File: src/hw/rtl/rtcc_pkg.sv
// shared types, codes and calendar helpers for the calendar clock
`timescale 1ns / 1ps
`default_nettype none

package rtcc_pkg;

    // action codes; the spare code behaves as a read
    localparam logic [1:0] ACT_TICK = 2'd0;
    localparam logic [1:0] ACT_SET  = 2'd1;

    localparam int unsigned SEC_PER_MIN  = 60;
    localparam int unsigned MIN_PER_HOUR = 60;
    localparam int unsigned HOUR_PER_DAY = 24;
    localparam int unsigned YEAR_LOW     = 2000;
    localparam int unsigned YEAR_HIGH    = 3000;
    localparam int unsigned MONTH_LAST   = 12;
    localparam int unsigned DAY_LAST     = 31;

    localparam logic [0:0] REG_TICKS_PER_SECOND = 1'b0;
    localparam logic [19:0] TPS_RESET = 20'd1000;

    // reciprocal of 100 scaled by 2^21, exact for any 14-bit year
    localparam int unsigned RECIP_SHIFT = 21;
    localparam logic [14:0] RECIP_100   = 15'd20972;

    typedef struct packed {
        logic [1:0]  action;
        logic [13:0] set_year;
        logic [6:0]  set_month;
        logic [6:0]  set_day;
        logic [6:0]  set_hour;
        logic [6:0]  set_minute;
        logic [6:0]  set_second;
    } cmd_t;

    typedef struct packed {
        logic        status;
        logic        second_done;
        logic [13:0] year;
        logic [3:0]  month;
        logic [4:0]  day;
        logic [4:0]  hour;
        logic [5:0]  minute;
        logic [5:0]  second;
    } rsp_t;

    // gregorian leap test; century check via reciprocal multiply
    function automatic logic is_leap(input logic [13:0] y);
        logic [28:0] prod;
        logic        century;
        prod    = 29'(y) * 29'(RECIP_100);
        century = (prod[RECIP_SHIFT-1:0] < 21'(RECIP_100));
        is_leap = ((y[1:0] == 2'd0) && !century)
                || (century && (prod[RECIP_SHIFT+1:RECIP_SHIFT] == 2'd0));
    endfunction

    // month length in days; month 0 counts as a long month
    function automatic logic [4:0] month_len(input logic leap, input logic [3:0] m);
        logic [4:0] len;
        case (m)
            4'd2:    len = leap ? 5'd29 : 5'd28;
            4'd4:    len = 5'd30;
            4'd6:    len = 5'd30;
            4'd9:    len = 5'd30;
            4'd11:   len = 5'd30;
            default: len = 5'd31;
        endcase
        month_len = len;
    endfunction

endpackage

`default_nettype wire

File: src/hw/rtl/rtcc_cfg.sv
// apb register block holding the tick rate
`timescale 1ns / 1ps
`default_nettype none

module rtcc_cfg
    import rtcc_pkg::*;
(
    input  wire logic        clk,
    input  wire logic        rst_n,
    input  wire logic        psel,
    input  wire logic        penable,
    input  wire logic        pwrite,
    input  wire logic [0:0]  paddr,
    input  wire logic [31:0] pwdata,
    output logic      [31:0] prdata,
    output logic             pready,
    output logic      [19:0] ticks_per_second
);

    logic [19:0] tps_reg;
    logic [19:0] tps_next;
    logic        wr_en;

    assign pready = 1'b1;
    assign wr_en  = psel && penable && pwrite && (paddr == REG_TICKS_PER_SECOND);

    always_comb
    begin
        tps_next = tps_reg;
        if (wr_en)
        begin
            tps_next = pwdata[19:0];
        end
    end

    always_ff @(posedge clk or negedge rst_n)
    begin
        if (!rst_n)
        begin
            tps_reg <= TPS_RESET;
        end
        else
        begin
            tps_reg <= tps_next;
        end
    end

    assign prdata = (paddr == REG_TICKS_PER_SECOND) ? {12'd0, tps_reg} : 32'd0;
    assign ticks_per_second = tps_reg;

endmodule

`default_nettype wire

File: src/hw/rtl/rtcc_in_stage.sv
// input register stage for command words
`timescale 1ns / 1ps
`default_nettype none

module rtcc_in_stage
    import rtcc_pkg::*;
(
    input  wire logic clk,
    input  wire logic rst_n,
    input  wire logic cmd_valid,
    output logic      cmd_stall,
    input  wire cmd_t cmd_word,
    input  wire logic advance,
    output logic      item_valid,
    output cmd_t      item
);

    logic vld_reg;
    logic vld_next;
    cmd_t item_reg;
    logic accept;

    assign cmd_stall = vld_reg && !advance;
    assign accept    = cmd_valid && !cmd_stall;

    always_comb
    begin
        vld_next = vld_reg;
        if (accept)
        begin
            vld_next = 1'b1;
        end
        else if (advance)
        begin
            vld_next = 1'b0;
        end
    end

    always_ff @(posedge clk or negedge rst_n)
    begin
        if (!rst_n)
        begin
            vld_reg <= 1'b0;
        end
        else
        begin
            vld_reg <= vld_next;
        end
    end

    always_ff @(posedge clk)
    begin
        if (accept)
        begin
            item_reg <= cmd_word;
        end
    end

    assign item_valid = vld_reg;
    assign item       = item_reg;

endmodule

`default_nettype wire

File: src/hw/rtl/rtcc_core.sv
// clock state, tick divider, rollover and set logic with result register
`timescale 1ns / 1ps
`default_nettype none

module rtcc_core
    import rtcc_pkg::*;
(
    input  wire logic        clk,
    input  wire logic        rst_n,
    input  wire logic [19:0] ticks_per_second,
    input  wire logic        item_valid,
    input  wire cmd_t        item,
    output logic             advance,
    output logic             rsp_valid,
    input  wire logic        rsp_stall,
    output rsp_t             rsp_word
);

    logic [19:0] div_reg,   div_next;
    logic [13:0] year_reg,  year_next;
    logic [3:0]  month_reg, month_next;
    logic [4:0]  day_reg,   day_next;
    logic [4:0]  hour_reg,  hour_next;
    logic [5:0]  min_reg,   min_next;
    logic [5:0]  sec_reg,   sec_next;
    logic        rsp_vld_reg, rsp_vld_next;
    rsp_t        rsp_reg,   rsp_next;

    logic [19:0] rate;
    logic [20:0] div_inc;
    logic        done;
    logic [4:0]  mlen;
    logic [5:0]  day_inc;
    logic        set_ok;
    logic        do_tick;
    logic        do_set;

    assign advance = !rsp_vld_reg || !rsp_stall;
    assign do_tick = advance && item_valid && (item.action == ACT_TICK);
    assign do_set  = advance && item_valid && (item.action == ACT_SET);

    // divider: a zero rate behaves as one tick per second
    assign rate    = (ticks_per_second == 20'd0) ? 20'd1 : ticks_per_second;
    assign div_inc = {1'b0, div_reg} + 21'd1;
    assign done    = (div_inc >= {1'b0, rate});

    assign mlen    = month_len(is_leap(year_reg), month_reg);
    assign day_inc = {1'b0, day_reg} + 6'd1;

    assign set_ok = (item.set_year >= 14'(YEAR_LOW)) && (item.set_year <= 14'(YEAR_HIGH))
                 && (item.set_month >= 7'd1) && (item.set_month <= 7'(MONTH_LAST))
                 && (item.set_day >= 7'd1) && (item.set_day <= 7'(DAY_LAST))
                 && (item.set_hour < 7'(HOUR_PER_DAY))
                 && (item.set_minute < 7'(MIN_PER_HOUR))
                 && (item.set_second < 7'(SEC_PER_MIN));

    always_comb
    begin
        div_next   = div_reg;
        year_next  = year_reg;
        month_next = month_reg;
        day_next   = day_reg;
        hour_next  = hour_reg;
        min_next   = min_reg;
        sec_next   = sec_reg;
        if (do_tick)
        begin
            div_next = done ? 20'(div_inc - {1'b0, rate}) : div_inc[19:0];
            if (done)
            begin
                // second, minute, hour, day, month, year ripple
                if (sec_reg < 6'(SEC_PER_MIN - 1))
                begin
                    sec_next = sec_reg + 6'd1;
                end
                else
                begin
                    sec_next = 6'd0;
                    if (min_reg < 6'(MIN_PER_HOUR - 1))
                    begin
                        min_next = min_reg + 6'd1;
                    end
                    else
                    begin
                        min_next = 6'd0;
                        if (hour_reg < 5'(HOUR_PER_DAY - 1))
                        begin
                            hour_next = hour_reg + 5'd1;
                        end
                        else
                        begin
                            hour_next = 5'd0;
                            if (day_inc <= {1'b0, mlen})
                            begin
                                day_next = day_inc[4:0];
                            end
                            else
                            begin
                                day_next = 5'd1;
                                if (month_reg >= 4'(MONTH_LAST))
                                begin
                                    month_next = 4'd1;
                                    year_next  = year_reg + 14'd1;
                                end
                                else
                                begin
                                    month_next = month_reg + 4'd1;
                                end
                            end
                        end
                    end
                end
            end
        end
        else if (do_set && set_ok)
        begin
            year_next  = item.set_year;
            month_next = item.set_month[3:0];
            day_next   = item.set_day[4:0];
            hour_next  = item.set_hour[4:0];
            min_next   = item.set_minute[5:0];
            sec_next   = item.set_second[5:0];
        end
    end

    always_comb
    begin
        rsp_vld_next = rsp_vld_reg;
        rsp_next     = rsp_reg;
        if (advance)
        begin
            rsp_vld_next         = item_valid;
            rsp_next.status      = do_set && !set_ok;
            rsp_next.second_done = do_tick && done;
            rsp_next.year        = year_next;
            rsp_next.month       = month_next;
            rsp_next.day         = day_next;
            rsp_next.hour        = hour_next;
            rsp_next.minute      = min_next;
            rsp_next.second      = sec_next;
        end
    end

    always_ff @(posedge clk or negedge rst_n)
    begin
        if (!rst_n)
        begin
            div_reg     <= 20'd0;
            year_reg    <= 14'd0;
            month_reg   <= 4'd0;
            day_reg     <= 5'd0;
            hour_reg    <= 5'd0;
            min_reg     <= 6'd0;
            sec_reg     <= 6'd0;
            rsp_vld_reg <= 1'b0;
        end
        else
        begin
            div_reg     <= div_next;
            year_reg    <= year_next;
            month_reg   <= month_next;
            day_reg     <= day_next;
            hour_reg    <= hour_next;
            min_reg     <= min_next;
            sec_reg     <= sec_next;
            rsp_vld_reg <= rsp_vld_next;
        end
    end

    always_ff @(posedge clk)
    begin
        rsp_reg <= rsp_next;
    end

    assign rsp_valid = rsp_vld_reg;
    assign rsp_word  = rsp_reg;

endmodule

`default_nettype wire

File: src/hw/rtl/calendar_clock_with_tick_divider_top.sv
// top level of the calendar clock with tick divider
`timescale 1ns / 1ps
`default_nettype none

// usage:
//   cmd channel (cmd_valid / cmd_stall / cmd_word) carries one word per action:
//   tick advances the divider, set loads a checked date and time, read only
//   reports. every cmd word yields exactly one rsp word on the rsp channel
//   (rsp_valid / rsp_stall / rsp_word) with status, second_done and the time.
//   a word is taken at a rising edge with valid high and stall low.
//   a word accepted into the input register passes on to the result register,
//   which drives rsp_word. throughput: one word per cycle while the receiver
//   does not stall; the calendar update is a single pass of logic between the
//   input register and the result register. when the receiver stalls, the
//   result register holds its word, and the input register takes one more
//   word only if it is empty; cmd_stall goes high once it is full.
//   reset clears the clock to zero (month 0, counted as a 31-day month) and
//   sets ticks_per_second to 1000. apb register 0 holds ticks_per_second; the
//   user must write it only while the block is idle; the block does not check.
module calendar_clock_with_tick_divider_top
    import rtcc_pkg::*;
(
    input  wire logic        clk,
    input  wire logic        rst_n,
    // apb configuration port
    input  wire logic        psel,
    input  wire logic        penable,
    input  wire logic        pwrite,
    input  wire logic [0:0]  paddr,
    input  wire logic [31:0] pwdata,
    output logic      [31:0] prdata,
    output logic             pready,
    // command words
    input  wire logic        cmd_valid,
    output logic             cmd_stall,
    input  wire cmd_t        cmd_word,
    // result words
    output logic             rsp_valid,
    input  wire logic        rsp_stall,
    output rsp_t             rsp_word
);

    logic [19:0] ticks_per_second;
    logic        advance;     // result register can take a word this cycle
    logic        item_valid;
    cmd_t        item;

    // tick rate register
    rtcc_cfg u_cfg (
        .clk              (clk),
        .rst_n            (rst_n),
        .psel             (psel),
        .penable          (penable),
        .pwrite           (pwrite),
        .paddr            (paddr),
        .pwdata           (pwdata),
        .prdata           (prdata),
        .pready           (pready),
        .ticks_per_second (ticks_per_second)
    );

    // input register; stalls only when full and the result side is blocked
    rtcc_in_stage u_in (
        .clk        (clk),
        .rst_n      (rst_n),
        .cmd_valid  (cmd_valid),
        .cmd_stall  (cmd_stall),
        .cmd_word   (cmd_word),
        .advance    (advance),
        .item_valid (item_valid),
        .item       (item)
    );

    // calendar state, divider and result register
    rtcc_core u_core (
        .clk              (clk),
        .rst_n            (rst_n),
        .ticks_per_second (ticks_per_second),
        .item_valid       (item_valid),
        .item             (item),
        .advance          (advance),
        .rsp_valid        (rsp_valid),
        .rsp_stall        (rsp_stall),
        .rsp_word         (rsp_word)
    );

endmodule

`default_nettype wire

File: config.mk
export PLATFORM = sky130hd
export DESIGN_NAME = calendar_clock_with_tick_divider_top
export DESIGN_NICKNAME = d
export VERILOG_FILES = /design/src/hw/rtl/rtcc_pkg.sv /design/src/hw/rtl/rtcc_cfg.sv /design/src/hw/rtl/rtcc_in_stage.sv /design/src/hw/rtl/rtcc_core.sv /design/src/hw/rtl/calendar_clock_with_tick_divider_top.sv
export SDC_FILE = /design/constraint.sdc
export NUM_CORES = 1
export LEC_CHECK = 0
export BUFFER_PORTS_ARGS = -buffer_cell sky130_fd_sc_hd__buf_2
export CORE_MARGIN = 4
export CORE_UTILIZATION = 44
export DETAILED_ROUTE_END_ITERATION = 7
export PLACE_DENSITY = 0.66
export SYNTH_ARGS = -nofsm -noshare
export SYNTH_HDL_FRONTEND = slang
export SYNTH_SLANG_ARGS = --single-unit
File: constraint.sdc
create_clock -name clk -period 6.5 [get_ports clk]
set_clock_uncertainty 0.15 [all_clocks]
set_input_delay 0.325 -clock clk [delete_from_list [all_inputs] [get_ports clk]]
set_output_delay 0.325 -clock clk [all_outputs]
set_load 0.02 [all_outputs]
==> impl_results.md <==
- Synthesis Warnings: 0
- Area of the multi-input gates: 7530 um2
- Layout cell share with drive strength beyond 1: 0.2864
- GP Congestion: 0.8733
- Status: finished, violations left
- Synthesized cell area: 12,550 um2
- Largest net degree at the start of global routing: 52
- Critical Path RT: 6660 ps
- Setup_tns: -1253 ps
- Rel. slew slack: 0.1123
- FILL cells: 2,281
- Min-delay src: rsp_stall
- Fin crit period: 6605 ps
- Final period utilization: 1.016
- First-pass DRT Iterations: 6
- Die W: 176.9 um
- Sink Count: 175
- Most instantiated library cell after synthesis: inv_1
- CTS Buffer Depth: 2
- Final setup vio count: 21
- CP arrival: 6760 ps
- R2R cell count: 27
- Worst vdd ir: 599.0 uV
- Bufs and invs on worst path: 6
- Delay-heaviest family, CP: adder cells
- RR Startpoint: u_core.year_reg[6]$_DFF_PN0_
- Setup slack after layout: -105.5 ps
- Max reg flops: 51
- Register Area: 4865 um2
- Core box area: 27,930 um2
- Overall die area: 31,280 um2
- Hold depth: 3
- Hold_ws: 44.58 ps
- Critical path class: reg2reg
- Total congestion overflow: 0
- Measured slew at the worst slew-check pin: 1327 ps
- DR vias/cell: 5.373
- Layout Area Growth over Synthesis: 32.22%
- CP dominant cell by count: fa_1
- EDFF count, synth: 93
- Iteration-0 DRC Markers: 664
- H-Tree Depth: 4
- DP HPWL: 23,570 um
- RSZ-0062 raised after global routing: true
- Crit end category: flip-flop
- Synth cell count leaders: inv_1, ha_1, edfxtp_1, nor2_1, dfrtp_1
- Synth area leaders: edfxtp_1, dfrtp_1, ha_1, fa_1, inv_1
- Antenna viol nets, final: 0
- Non-filler cells, final: 1,925
- PortBufs: 142
- Count of unique library cells instantiated by Yosys: 80
- Ant. Diodes: 0
- Clock slew at reported path FFs: 70 ps
- Vias in the first global route: 10,810
- Fmax: 151.4 MHz
- DR WL/cell: 17.33 um
- Post-Syn Instances: 1,208
- Worst setup SP type: flip-flop
- Number of max-cap violations: 0
- Post-route DRC: 0
- Post-Route WL: 33,360 um
- Post-synthesis register bit count: 175
- Initial antenna violation count: 0
- Setup crit start: u_core.year_reg[6]$_DFF_PN0_
- CTS tree: built
- CTS Buf Count: 17
- I/O pin total: 168
- Worst-Skew Late Latency: 440 ps
- Total number of vias: 10,340
- Failing checks: negative setup slack
- Asr flop ratio synth: 0.4686
- Worst Path Max Fanout: 6
- CP Depth: 27
- Initial Util: 0.4491
- Floorplan row count: 61
- Leak: 7.331 nW
- Share of the synthesized area in the top cell type: 0.2226
- Syn avg cell area: 10.39 um2
- Post-route core utilization: 0.5938
- Gr usage total: 0.2156
- CTS Root Cell: clkbuf_16
- First-pass GRT wire length: 54,230 um
- Max stage delay on crit path: 560 ps
- Sequential element share of the synthesized area: 0.3868
- Cell taking the most area after synthesis: edfxtp_1
- Hold Path Class: in2reg
- Main synth FF type: edfxtp_1
- Power Dens Cells: 586.7 nW/um2
- Final nets: 1,806
- Slowest cell on crit path: fa_1
- Die height: 176.9 um
- Slew Viols, Final: 0
- DP Cell Count: 1,792
- Hold Violations, Final: 0
-- cells by family (layout without fill, tap and decap cells) --
kind of cell,count (synthesis),after routing,synth area share
AOI/OAI and AO/OA,233,233,0.1317
xor gates and xnor gates,50,50,0.03491
adders and majority gates,182,182,0.2190
buffers and inverters,212,540,0.06871
DFF,175,175,0.3868
muxes,32,32,0.02773
other,2,13,0.0005986
and+or+nand+nor,322,322,0.1305
-- report_power, final --
part / switching (mW) / internal, mW
Sequential: 0.185 / 1.36
Clock: 0.493 / 0.534
Combinational: 3.62 / 3.54
Total: 4.30 / 5.44
-- per-stage QoR --
step	area [um2]	setup WS, ps	power [mW]
2_1_floorplan	12650	4.507	5.479
3_3_place_gp	14390	-275.6	7.058
3_5_place_dp	14390	-406.3	7.168
4_1_cts	16300	-94.44	9.367
5_1_grt	16590	-364.1	10.58
6_report	16590	-105.5	9.733
-- routing by layer --
metal  global-route usage  vias to the layer above  part of all wire
li1                     -                     4920                 -
met1               0.2670                     5070              0.42
met2               0.3899                      278              0.52
met3              0.02350                       75             0.035
met4              0.07737                        0             0.030
met5                    0                        -                 0
-- worst register-to-register path, delay by kind of cell (launching register included) --
kind                     cells  cell delay, ps
adder cells (fa/ha/maj)      7            2650
AO/OA/AOI/OAI                7            1110
AND/OR/NAND/NOR              5             940
multiplexers                 2             620
buffers and inverters        6             510
flip-flops                   1             480
-- final timing paths --
kind                                                    endpoint  slack (ps)
min                                  u_in.item_valid$_DFFE_PN0P_          40
max in group asynchronous           u_core.year_reg[5]$_DFF_PN0_        4880
max reg2reg                        u_core.rsp_word[38]$_DFFE_PN_        -110
min in group asynchronous  u_cfg.ticks_per_second[4]$_DFFE_PN0P_         210
min reg2reg                          u_core.min_reg[0]$_DFF_PN0_         350
max                                u_core.rsp_word[38]$_DFFE_PN_        -110
-- layout make-up --
type | instances | area share
Multi-Input combinational cell | 832 | 0.4539
Sequential cell | 175 | 0.2933
Timing Repair Buffer | 342 | 0.1507
Inverter | 166 | 0.03779
Tap cell | 378 | 0.02851
Clock buffer | 19 | 0.02730
Clock inverter | 13 | 0.008523
-- placed cells by master, fill, tap and decap left out, types with 10 or more instances in the layout --
master / n
fa_1: 61
nand4_1: 16
buf_6: 12
buf_2: 141
dfrtp_1: 66
o211ai_1: 16
nor4_1: 11
xnor2_1: 33
nand2_1: 74
nor3_1: 18
a31oi_1: 12
xor2_1: 15
dfrtp_2: 10
conb_1: 13
and3_1: 15
inv_2: 11
dlygate4sd3_1: 73
buf_4: 112
inv_1: 154
a21o_1: 20
ha_1: 94
edfxtp_1: 93
clkbuf_16: 17
nor2_1: 75
mux2_2: 21
ha_4: 20
o21ai_0: 30
nand3_1: 38
a21oi_1: 34
a211oi_1: 10
-- what timing repair did --
item | 4_1_cts | 5_1_grt
setup endpoints to repair | 42 | 46
pin swaps | 41 | 25
cloned | 1 | 0
buffers inserted | 24 | 4
hold endpoints to repair | 103 | 0
hold buffers | 73 | 0
gates resized for setup | 78 | 43
Note: power is estimated with default switching activity, not from simulation.
